## config.mk

```make
export PLATFORM = sky130hd
export DESIGN_NAME = nca_store
export DESIGN_NICKNAME = d
export VERILOG_FILES = /design/src/rtl/nearest_centroid_assign_top_assert.svh /design/src/rtl/nca_store.sv
export SDC_FILE = /design/constraint.sdc
export NUM_CORES = 2
export LEC_CHECK = 0
export ABC_AREA = 1
export BUFFER_PORTS_ARGS = -buffer_cell sky130_fd_sc_hd__buf_4
export CAP_MARGIN = 30
export CORE_MARGIN = 3
export CORE_UTILIZATION = 40
export CTS_CLUSTER_SIZE = 25
export DETAILED_ROUTE_END_ITERATION = 16
export GPL_ROUTABILITY_DRIVEN = 0
export PLACE_DENSITY = 0.56
export SLEW_MARGIN = 20
export SYNTH_ARGS = -nofsm -noshare
export SYNTH_HDL_FRONTEND = slang
export SYNTH_MEMORY_MAX_BITS = 65536
export SYNTH_SLANG_ARGS = --single-unit
export TNS_END_PERCENT = 50
```

## constraint.sdc

```tcl
create_clock -name clk_i -period 3.1 [get_ports clk_i]
set_input_delay 0.155 -clock clk_i [delete_from_list [all_inputs] [get_ports clk_i]]
set_output_delay 0.155 -clock clk_i [all_outputs]
set_load 0.02 [all_outputs]
```

## src/rtl/nearest_centroid_assign_top_assert.svh

```systemverilog
// assertion macros for the nearest centroid block
`ifndef NEAREST_CENTROID_ASSIGN_TOP_ASSERT_SVH
`define NEAREST_CENTROID_ASSIGN_TOP_ASSERT_SVH

`ifndef SYNTH
`define NCA_ASSERT_NOW(lbl, ante, cons) \
  lbl: assert property (@(posedge clk_i) disable iff (!rst_ni) (ante) |-> (cons)) \
    else $error("nearest centroid assertion failed");
`define NCA_ASSERT_NEXT(lbl, ante, cons) \
  lbl: assert property (@(posedge clk_i) disable iff (!rst_ni) (ante) |=> (cons)) \
    else $error("nearest centroid assertion failed");
`else
`define NCA_ASSERT_NOW(lbl, ante, cons)
`define NCA_ASSERT_NEXT(lbl, ante, cons)
`endif

`endif

```

## src/rtl/nca_store.sv

```systemverilog
`default_nettype none

module nca_store #(
  parameter int CIW        = 4,
  parameter int DIW        = 4,
  parameter int COORD_BITS = 16
) (
  input  wire logic                  clk_i,
  input  wire logic                  cen_we_i,
  input  wire logic [CIW+DIW-1:0]    cen_waddr_i,
  input  wire logic                  pt_we_i,
  input  wire logic [DIW-1:0]        pt_waddr_i,
  input  wire logic [COORD_BITS-1:0] wdata_i,
  input  wire logic [CIW+DIW-1:0]    cen_raddr_i,
  input  wire logic [DIW-1:0]        pt_raddr_i,
  output logic      [COORD_BITS-1:0] cen_rdata_o,
  output logic      [COORD_BITS-1:0] pt_rdata_o
);

  localparam int CDEPTH = 2 ** (CIW + DIW);
  localparam int PDEPTH = 2 ** DIW;

  logic [COORD_BITS-1:0] cen_mem [CDEPTH];
  logic [COORD_BITS-1:0] pt_mem  [PDEPTH];

  always_ff @(posedge clk_i) begin
    if (cen_we_i) begin
      cen_mem[cen_waddr_i] <= wdata_i;
    end
    cen_rdata_o <= cen_mem[cen_raddr_i];
  end

  always_ff @(posedge clk_i) begin
    if (pt_we_i) begin
      pt_mem[pt_waddr_i] <= wdata_i;
    end
    pt_rdata_o <= pt_mem[pt_raddr_i];
  end

endmodule

`default_nettype wire

```

# ---- Word level (Yosys, flattened, before mapping)
# Memories as Yosys holds them, arrays and structs flattened. A register that Yosys moved wholly into a read port is not among the register bits.
# Index checks and enable logic that the tools add are counted.
dict set report word_totals {
  ff_bits 0
  mem_bits_rw 4352
  in_bits 43
  out_inout_bits 32
  elab_cells 6
  mem_count 2
}
# name depth width rd rd_ports_with_merged_regs wr line_no
set memory_table {}
lappend memory_table {cen_mem 256 16 1 1 1 nca_store.sv:23} ;# logic [COORD_BITS-1:0] cen_mem [CDEPTH];
lappend memory_table {pt_mem 16 16 1 1 1 nca_store.sv:24} ;# logic [COORD_BITS-1:0] pt_mem [PDEPTH];
dict set report op_classes {
  n_mux 4
}
# operator n
set op_table {}
lappend op_table {{$mux W1} 4}

# ---- Logic depth before layout (Yosys ltp)
dict set report depth {
  ltp_word 2
  ltp_mapped 15
  ltp_nobuf 11
}

# ---- Least setup slack after synthesis
# OpenSTA, ideal clock, no wires.
dict set report synth_timing {
  path_type {input to register}
  start {input port cen_we_i}
  end {memory cen_mem[200][10], enable pin}
  arrival_time_ns 1.946
  t_required_ns 2.691
  path_slack_ns 0.745
  cell_stages 4
  n_path_buf 2
  path_cell_list {clkbuf_1 > nand3_1 > clkbuf_1 > nor3_1}
}
dict set report synth_via {
  elab_chain_len 2
}
# item line_no
set synth_lines {}
lappend synth_lines {{start, declared} nca_store.sv:9} ;# input wire logic cen_we_i,
lappend synth_lines {{$mux W1} nca_store.sv:27} ;# if (cen_we_i) begin
lappend synth_lines {{$mux W1 (not written as such)} nca_store.sv:28} ;# cen_mem[cen_waddr_i] <= wdata_i;
lappend synth_lines {{end, declared} nca_store.sv:23}
# No other way between the ends.

==> flow_summary.toml <==
[route]
drt_iter0_markers = 13000
routed-via-count = 115000
first_pass_iters = 7
ant_nets = 0
wirelength_mm = 536
vias_per_cell = 5.48
drc = 0
wire_per_inst_um = 25.5

[logic_synthesis]
synth-seq-cells = 4384
yosys_warnings = 0
syn-instance-count = 14300
avgSynthCellArea_um2 = 12.3
synth_nets = 14300
yosys.cell_types.count = 22
yosysSeqAreaShare_pct = 74.5
synth.cell_area_mm2 = 0.176

[worst_setup_path]
arrival_ps = 3750
cp-end-kind = "flip-flop"
crit_type = "primary input to flip-flop"
worstPathMaxFanout = 39
regToRegSetupSlack_ps = 550
rr_worst_depth = 11
worstPathRequired_ps = 3990
cp-start-kind = "primary input"
reg2reg_from = "cen_mem[142][5]"
reg2reg_to = "cen_rdata_o[5]"

[sta]
fmax_mhz = 349
hold_viol = 0
post-route-period-util_pct = 92.4
clock-skew-final_ps = 84.2
finalSetupViolCount = 0
finalMaxSlewViolations = 0
worst_pin_slew_ps = 1060
fin_crit_ps = 2860
holdWs_ps = 46.6
slew_headroom_pct = 29.0
tns_ps = 0
rsz0062_at_grt = "false"

[placed_design]
io_buffers = 74
dp.cells = 20100
dp_hpwl_mm = 319

[finish]
ff_latch_area_mm2 = 0.131
nets = 14800
fillers = 39100
area_delta_synth_final_pct = 14.8
drive_above_1_share_pct = 10.1
multi_input_area_mm2 = 0.0393
fin_cells = 21000

[clocking]
clock_path_buffers = 4
clkLatencyLatePin_ps = 1020
cts_tree = "built"
cts-root-buf = "clkbuf_16"
numCtsBuffers = 451
clkTransAtPathRegs_ps = 60
cts_resized = 0
cts_sinks = 4384
cts-htree-levels = 5

[power]
p_total_mw = 126
vdd_drop_max_v = 0.000496
p_leak_nw = 70.8
powerDensity_mw_per_mm2 = 620

[floorplan]
io_pins = 75
start_util_pct = 40.2
fp.dieH_um = 670
rows = 243
dieWidth_um = 670
die_area_mm2 = 0.449
core-area_mm2 = 0.438

[grt]
grtUsageTotal_pct = 23.2
antenna_found_initial = 36
grt_pass1_vias = 108000
grt_pass1_wl_mm = 776
grt_max_degree = 95
grt-ovfl-total = 0

[outcome]
outcome = "finished clean"

[hold_path]
holdPathStages = 5
whs_endpoint = "cen_mem[254][14]"
hold_class = "primary input to flip-flop"
hp-start = "cen_waddr_i[5]"

[job]
cap_violations = 0
==> state kept, by name, indices dropped and copies added (netlist names) <==
signal       flops
cen_rdata_o     16
pt_rdata_o      16
cen_mem       4096
pt_mem         256
==> metrics by stage <==
stage	setup slack, ps	utilization, %	area [µm²]
after global placement	-210	42.9	188000
after floorplan	745	-	176000
final	237	46.1	202000
after global routing	276	46.1	202000
after detailed placement	-175	42.9	188000
after CTS	339	46.1	202000
==> Yosys cell counts (all sizes together) <==
cell type / number / area, µm²
clkinv: 1 / 3.75
o211ai: 64 / 480
nand3: 4056 / 20300
buf: 792 / 4700
dfxtp: 32 / 641
edfxtp: 4352 / 131000
nand4: 8 / 50.1
a21oi: 64 / 320
o21ai: 80 / 400
nand2: 4224 / 15900
nor2: 270 / 1010
mux2i: 64 / 641
clkbuf: 191 / 717
inv: 89 / 339
nor3: 18 / 90.1
==> worst max-delay path: stages <==
cell           delay (ps)
dlygate4sd3_1         580
buf_8                 250
buf_12                260
buf_12                250
buf_12                240
nand3_1               240
nand3_1               290
nand3_1               340
nand3_1               320
nand2_1               140
nand2_1               320
nand2_1               100
==> metal layers <==
| metal | global-route usage, % | up-vias | wire (µm) |
|---|---|---|---|
| met5 | 0 | - | 74 |
| met4 | 8.72 | 10 | 21300 |
| met3 | 3.76 | 845 | 41400 |
| met2 | 36.7 | 4664 | 250000 |
| met1 | 32.4 | 57300 | 223000 |
| li1 | - | 52100 | - |
==> cell usage in the layout (no fill, tap or decap), types with 21 or more instances in the layout <==
cell type	netlist	routed
buf_4	143	674
clkinv_1	1	131
dfxtp_1	32	32
o211ai_1	64	64
inv_1	84	82
edfxtp_1	4352	4352
clkbuf_1	191	113
clkbuf_16	0	460
buf_12	1	207
diode_2	0	22
nor2_1	270	266
nand2_1	4224	4220
a21oi_1	64	64
buf_8	1	21
dlygate4sd3_1	0	50
o21ai_0	80	80
clkinv_2	0	63
nand3_1	4056	4052
mux2i_1	64	64
==> cell families after synthesis <==
family                 count (synthesis)  synth area share (%)
DFF                                 4384                  74.5
AOI/OAI and AO/OA                    208                 0.682
buffers and inverters               1073                  3.27
muxes                                 64                 0.363
and+or+nand+nor                     8576                  21.2
==> area by class of cell <==
class,count,area share [%]
clock buffers,574,5.91
well taps,5880,3.64
repair buffers,955,4.98
flip-flops and latches,4384,64.9
clock inverters,246,0.915
inverters,90,0.193
multi-input cells,8848,19.4
diodes,22,0.0272
==> how the worst max path moves through the flow <==
| stage | start | to | slack (ps) | cells after the start |
|---|---|---|---|---|
| global placement | cen_raddr_i[0] | cen_rdata_o[1] | -210 | 14 |
| CTS | cen_raddr_i[3] | cen_rdata_o[1] | 340 | 12 |
| floorplan | cen_we_i | cen_mem[200][10] | 740 | 4 |
| finish | cen_raddr_i[3] | cen_rdata_o[1] | 240 | 12 |
| global route | cen_raddr_i[3] | cen_rdata_o[1] | 280 | 12 |
| detailed placement | cen_raddr_i[0] | cen_rdata_o[1] | -180 | 14 |
==> report_power, final <==
part	switching, mW	total (mW)	internal, mW
logic	6.20	8.46	2.26
clock network	22.7	51.5	28.8
registers	0.161	65.5	65.4
total	29.1	126	96.4
==> what timing repair did <==
item / in CTS / in global routing
hold buffers: 50 / 0
buffers inserted: 0 / 0
hold endpoints to repair: 3861 / 0
Power figures use the tool's default switching activity.
