<file path="config.mk">
export PLATFORM = sky130hd
export DESIGN_NAME = nca_dist_unit
export DESIGN_NICKNAME = d
export VERILOG_FILES = /design/src/rtl/nearest_centroid_assign_top_assert.svh /design/src/rtl/nca_pkg.sv /design/src/rtl/nca_dist_unit.sv
export SDC_FILE = /design/constraint.sdc
export NUM_CORES = 1
export LEC_CHECK = 0
export BUFFER_PORTS_ARGS = -buffer_cell sky130_fd_sc_hd__buf_2
export CORE_MARGIN = 1
export CORE_UTILIZATION = 50
export DETAILED_ROUTE_END_ITERATION = 10
export PLACE_DENSITY = 0.69
export SYNTH_ARGS = -nofsm -noshare
export SYNTH_HDL_FRONTEND = slang
export SYNTH_SLANG_ARGS = --single-unit
</file>
<file path="constraint.sdc">
create_clock -name clk_i -period 10.26 [get_ports clk_i]
set_input_delay 2.052 -clock clk_i [delete_from_list [all_inputs] [get_ports clk_i]]
set_output_delay 2.052 -clock clk_i [all_outputs]
set_load 0.01 [all_outputs]
</file>
<file path="src/rtl/nearest_centroid_assign_top_assert.svh">
// assertion macros for the nearest centroid block
`ifndef NEAREST_CENTROID_ASSIGN_TOP_ASSERT_SVH
`define NEAREST_CENTROID_ASSIGN_TOP_ASSERT_SVH

`ifndef SYNTH
`define NCA_ASSERT_NOW(lbl, ante, cons) \
  lbl: assert property (@(posedge clk_i) disable iff (!rst_ni) (ante) |-> (cons)) \
    else $error("nearest centroid assertion failed");
`define NCA_ASSERT_NEXT(lbl, ante, cons) \
  lbl: assert property (@(posedge clk_i) disable iff (!rst_ni) (ante) |=> (cons)) \
    else $error("nearest centroid assertion failed");
`else
`define NCA_ASSERT_NOW(lbl, ante, cons)
`define NCA_ASSERT_NEXT(lbl, ante, cons)
`endif

`endif

</file>
<file path="src/rtl/nca_pkg.sv">
`default_nettype none

package nca_pkg;

  localparam int LABEL_W    = 4;
  localparam int DIST_W     = 38;
  localparam int SUM_W      = 64;
  localparam int CNT_W      = 9;
  localparam int FIELD_W    = 4;
  localparam int OP_W       = 2;
  localparam int CFG_IDX_W  = 2;
  localparam int CFG_DATA_W = 5;

  typedef logic [LABEL_W-1:0]    label_t;
  typedef logic [SUM_W-1:0]      sum_t;
  typedef logic [CNT_W-1:0]      cnt_t;
  typedef logic [FIELD_W-1:0]    field_t;
  typedef logic [CFG_DATA_W-1:0] cfg_data_t;

  typedef enum logic [OP_W-1:0] {
    OP_LOAD  = 2'd0,
    OP_POINT = 2'd1,
    OP_CLEAR = 2'd2
  } op_e;

  localparam logic [CFG_IDX_W-1:0] CFG_NUM_CLUSTERS = 2'd0;
  localparam logic [CFG_IDX_W-1:0] CFG_NUM_DIMS     = 2'd1;

  typedef enum logic [3:0] {
    ST_IDLE  = 4'b0001,
    ST_RUN   = 4'b0010,
    ST_DRAIN = 4'b0100,
    ST_EMIT  = 4'b1000
  } state_e;

  typedef struct packed {
    logic valid;
    logic first_dim;
    logic last_dim;
    logic first_cluster;
    logic last_cluster;
  } step_tag_t;

  function automatic sum_t sat_add(sum_t a, sum_t b);
    logic [SUM_W:0] s;
    s = {1'b0, a} + {1'b0, b};
    return s[SUM_W] ? '1 : s[SUM_W-1:0];
  endfunction

endpackage

`default_nettype wire

</file>
<file path="src/rtl/nca_dist_unit.sv">
`default_nettype none

module nca_dist_unit #(
  parameter int CIW        = 4,
  parameter int COORD_BITS = 16
) (
  input  wire logic                  clk_i,
  input  wire logic                  rst_ni,
  input  wire nca_pkg::step_tag_t    tag_i,
  input  wire logic [CIW-1:0]        cluster_i,
  input  wire logic [COORD_BITS-1:0] cen_i,
  input  wire logic [COORD_BITS-1:0] pt_i,
  output logic                       done_o,
  output logic      [CIW-1:0]        best_label_o,
  output nca_pkg::sum_t              best_dist_o
);

  localparam int SQ_W = 2 * COORD_BITS;

  nca_pkg::step_tag_t tag_mag_q, tag_sq_q, tag_acc_q;
  logic [CIW-1:0]     cl_mag_q, cl_sq_q, cl_acc_q;

  logic [COORD_BITS:0]   diff, diff_neg;
  logic [COORD_BITS-1:0] mag_d, mag_q;
  logic [SQ_W-1:0]       sq_q;
  nca_pkg::sum_t         acc_d, acc_q;
  nca_pkg::sum_t         best_dist_q;
  logic [CIW-1:0]        best_label_q;
  logic                  done_q;
  logic                  take_best;

  // absolute difference, always fits in the coordinate width
  assign diff     = {pt_i[COORD_BITS-1], pt_i} - {cen_i[COORD_BITS-1], cen_i};
  assign diff_neg = ~diff + 1'b1;
  assign mag_d    = diff[COORD_BITS] ? diff_neg[COORD_BITS-1:0] : diff[COORD_BITS-1:0];

  assign acc_d = tag_sq_q.first_dim ? nca_pkg::sum_t'(sq_q)
                                    : nca_pkg::sat_add(acc_q, nca_pkg::sum_t'(sq_q));

  assign take_best = tag_acc_q.valid && tag_acc_q.last_dim &&
                     (tag_acc_q.first_cluster || (acc_q < best_dist_q));

  always_ff @(posedge clk_i or negedge rst_ni) begin
    if (!rst_ni) begin
      tag_mag_q <= '0;
      tag_sq_q  <= '0;
      tag_acc_q <= '0;
      done_q    <= 1'b0;
    end else begin
      tag_mag_q <= tag_i;
      tag_sq_q  <= tag_mag_q;
      tag_acc_q <= tag_sq_q;
      done_q    <= tag_acc_q.valid && tag_acc_q.last_dim && tag_acc_q.last_cluster;
    end
  end

  always_ff @(posedge clk_i) begin
    mag_q    <= mag_d;
    cl_mag_q <= cluster_i;
    sq_q     <= mag_q * mag_q;
    cl_sq_q  <= cl_mag_q;
    cl_acc_q <= cl_sq_q;
    if (tag_sq_q.valid) begin
      acc_q <= acc_d;
    end
    if (take_best) begin
      best_dist_q  <= acc_q;
      best_label_q <= cl_acc_q;
    end
  end

  assign done_o       = done_q;
  assign best_label_o = best_label_q;
  assign best_dist_o  = best_dist_q;

endmodule

`default_nettype wire

</file>
Word level (Yosys, flattened, before mapping)
Index checks and enable logic that the tools add are counted.
{"block": "word_totals", "reg_bits": 207, "elab_cells": 37, "out_inout_bits": 69, "inputBits": 43}
{"block": "classes", "n_reduce_logical": 4, "n_mul": 1, "n_addsub": 3, "bitwise_logic": 1, "muxes": 3, "order_cmp": 1}
{"cell": "$add 64x32->65", "n": 1}
{"cell": "$lt 64x64->1", "n": 1}
{"cell": "$mux 64", "n": 1}
{"cell": "$mul 16x16->32", "n": 1}
{"cell": "$mux 32", "n": 1}
{"cell": "$sub 16x16->17", "n": 1}
{"cell": "$add 16x1->16 const B", "n": 1}
{"cell": "$mux 16", "n": 1}
{"cell": "$not 16->16", "n": 1}
{"cell": "$logic_and 1x1->1", "n": 3}
{"cell": "$logic_or 1x1->1", "n": 1}

Depth between registers and ports, before layout
{"block": "logic_depth", "ltp_word": 4, "depth_mapped": 25, "depth_no_buf": 24}

Worst setup path after synthesis
OpenSTA, ideal clock, no wires.
{"block": "synth_timing", "path_kind": "flip-flop to flip-flop", "start": "register mag_q[4]", "end": "register sq_q[28]", "path_stages_with_launch": 23, "arrival_time_ns": 6.064, "synth_period_minus_slack_ns": 6.136, "required_time_ns": 10.188, "slack_ns": 4.124, "setup_time_ns": 0.072, "path_cell_list": "dfxtp_1 > clkbuf_1 > clkbuf_1 > nand2_1 > fa_1 > fa_1 > inv_1 > fa_1 > fa_1 > fa_1 > inv_1 > fa_1 > inv_1 > ha_1 > a21o_1 > a21o_1 > a21oi_1 > o21ai_0 > a21oi_1 > o21ai_0 > a211o_1 > a21oi_1 > xnor2_1"}
{"block": "synth_between", "elab_chain_len": 1}
{"item": "from (decl)", "line": "nca_dist_unit.sv:24", "rtl": "logic [COORD_BITS-1:0] mag_d, mag_q;"}
{"item": "from (signal assigned)", "line": "nca_dist_unit.sv:58", "rtl": "mag_q <= mag_d;"}
{"item": "$mul 16x16->32", "line": "nca_dist_unit.sv:60", "rtl": "sq_q <= mag_q * mag_q;"}
{"item": "to (signal assigned)", "line": "nca_dist_unit.sv:60"}
{"item": "to (decl)", "line": "nca_dist_unit.sv:25", "rtl": "logic [SQ_W-1:0] sq_q;"}
No other way between the ends.
A chain may end at the register's enable or synchronous reset.

Final worst setup path
Same ends and word-level chain as after synthesis.

==> summary.md <==
| Metric | Value |
|---|---|
| Initial drt markers | `730` |
| Vias | `13.2k` |
| Worst-path clk slew | `0.06 ns` |
| Max clock buf depth | `3` |
| DRC | `1` |
| Crit path max fanout | `18` |
| Final Net Count | `2419` |
| H-tree depth | `1` |
| Post-synth EDFFs | `132` |
| Reg2Reg Setup Slack | `3.68 ns` |
| Die Ht | `194 um` |
| Diode count | `0` |
| Status | `finished with violations` |
| Most area-hungry cell type in the Yosys netlist | `edfxtp_1` |
| Core Util, Final | `55.3%` |
| Placed inst area | `19500 um2` |
| Post-CTS Setup Repair Bufs | `0` |
| Most common cell in the netlist | `inv_1` |
| Post-Synthesis Cells | `1902` |
| First-pass DRT Iterations | `8` |
| Min Clock Period, post-route | `6.58 ns` |
| Max_slew headroom | `25.8%` |
| Flip-flop and latch area | `5520 um2` |
| First-pass GRT wire length | `64000 um` |
| Initial antenna violation count | `0` |
| Avg Synthesized Cell Area | `9.73 um2` |
| Measured slew at the worst slew-check pin | `1.09 ns` |
| Largest net degree at the start of global routing | `84` |
| Syn_nets | `2322` |
| Port bufs | `111` |
| Design Area, Final | `20200 um2` |
| Vias in the first global route | `13.3k` |
| Rows | `70` |
| Max Cap Viol | `0` |
| Setup TNS Final | `0 ns` |
| Core ar. | `36500 um2` |
| Via-to-Cell Ratio | `5.30` |
| Total routed wirelength | `37700 um` |
| Critical path launch point type | `flop` |
| Final RePlAce weighted congestion | `0.848` |
| WHS | `0.322 ns` |
| Final setup vio count | `0` |
| Grt ovf | `0` |
| Multi-input logic area | `11400 um2` |
| Violated checks | `DRC` |
| Area of the die | `37800 um2` |
| Hpwl dp | `29500 um` |
| CP endpoint kind | `flop` |
| Top-area cell type share of the netlist area | `21.4%` |
| CTS hold repair buffers | `0` |
| Share of cells above drive strength 1 | `8.73%` |
| Post-CTS sizing | `0` |
| Setup Skew | `0.0149 ns` |
| Num CTS Buffers | `23` |
| Clk_lat worst skew | `0.52 ns` |
| Synth Warn # | `0` |
| Global-route usage over all layers | `20.4%` |
| Synth top area cells | `edfxtp_1, fa_1, ha_1` |
| Routed Antenna Nets | `0` |
| CTS tree | `built` |
| WL/cell | `15.2 um` |
| Fillers | `3218` |
| Max-slew violation count | `0` |
| Hold Crit Class | `flop to flop` |
| Yosys reg bits | `206` |
| Starting Density | `50.7%` |
| Overall die width | `194 um` |
| Worst Path Required | `10.69 ns` |
| Worst path arrival time | `7.02 ns` |
| Post-synthesis cell type count | `66` |
| Area of the mapped netlist | `18500 um2` |
| RSZ-0062 raised after global routing | `false` |
| IO Pins | `112` |
| Final period utilization | `64.2%` |
| Sequential share of the synthesized area | `29.8%` |
| CP Class | `flop to flop` |
| Commonest cells in the netlist | `inv_1, ha_1, fa_1, a21oi_1, edfxtp_1` |
| Final Hold Fails | `0` |
| Clock Sink Count | `206` |
| Fraction of registers with async set/reset | `7.28%` |
| Dominant synthesized flop cell | `edfxtp_1` |
| Area grow syn2layout | `9.16%` |
| Root buffer cell | `clkbuf_16` |
| F_max | `152 MHz` |
-- cells by family after synthesis --
| group | Yosys count | synth area share, % |
|---|---|---|
| simple gates | 441 | 12.3 |
| buf+inv | 420 | 8.59 |
| fa+ha+maj | 377 | 32.2 |
| compound gates | 340 | 11.5 |
| flops | 206 | 29.8 |
| xor+xnor | 115 | 5.44 |
| mux | 3 | 0.182 |
-- state kept, by name, indices dropped and copies added, names as in the netlist --
register      flops
acc_q            64
best_dist_o      64
best_label_o      4
cl_acc_q          4
cl_mag_q          4
cl_sq_q           4
done_o            1
mag_q            16
sq_q             31
tag_acc_q         4
tag_mag_q         5
tag_sq_q          5
-- path summary, 6_finish.rpt --
kind	from	to	cells past startpoint
max in group asynchronous	rst_ni	tag_sq_q[4]$_DFF_PN0_	1
hold reg to reg	cl_sq_q[2]$_DFF_P_	cl_acc_q[2]$_DFF_P_	0
min in group asynchronous	rst_ni	tag_mag_q[3]$_DFF_PN0_	1
setup / recovery	mag_q[4]$_DFF_P_	sq_q[28]$_DFF_P_	20
hold / removal	cl_sq_q[2]$_DFF_P_	cl_acc_q[2]$_DFF_P_	0
setup reg to reg	mag_q[4]$_DFF_P_	sq_q[28]$_DFF_P_	20
-- per-layer routing --
metal / vias to the layer above / share of wire [%] / GRT usage, % / routed length, um
met3: 45 / 3.9 / 1.93 / 1470
li1: 6541 / - / - / -
met2: 293 / 46 / 34.2 / 17500
met5: - / 0 / 0 / 0
met1: 6286 / 48 / 28.5 / 18100
met4: 0 / 1.8 / 4.59 / 663
-- layout make-up --
cell class | count | area share, %
Multi-Input combinational cell | 1276 | 56.5
Tap cell | 468 | 2.90
Timing Repair Buffer | 114 | 2.86
Sequential cell | 206 | 27.3
Clock inverter | 7 | 0.229
Clock buffer | 35 | 3.18
Inverter | 378 | 7.02
-- through the flow --
step / instances / worst slack [ns]
final: 2484 / 3.68
after global routing: 2484 / 3.32
after CTS: 2484 / 3.69
after detailed placement: 2442 / 3.69
after global placement: 2442 / 3.87
after floorplan: 1902 / 4.12
-- worst max-delay path, stage by stage (launching register included) --
cell and delay [ns]:
dfxtp_1 0.81, nand2_1 0.17, fa_1 0.58, fa_1 0.56
inv_1 0.05, fa_1 0.52, fa_1 0.45, fa_1 0.55
inv_1 0.06, fa_1 0.54, inv_1 0.04, ha_1 0.33
a21o_1 0.22, a21o_1 0.17, a21oi_1 0.18, o21ai_0 0.09
a21oi_1 0.27, o21ai_0 0.27, a211o_1 0.31, a21oi_1 0.17
xnor2_1 0.14
-- placed cells by master, fill, tap and decap left out, drive strengths merged, types with 42 or more instances in the layout --
cell / count
edfxtp: 132
fa: 165
a21oi: 141
nor3: 42
ha: 212
inv: 380
buf: 114
xor2: 42
and2: 56
dfxtp: 59
xnor2: 73
nor2: 74
nand2: 126
a21o: 56
o21ai: 53
Power is not shown: default switching activity piles up to over one toggle a cycle in this logic, so the estimate is an artifact.
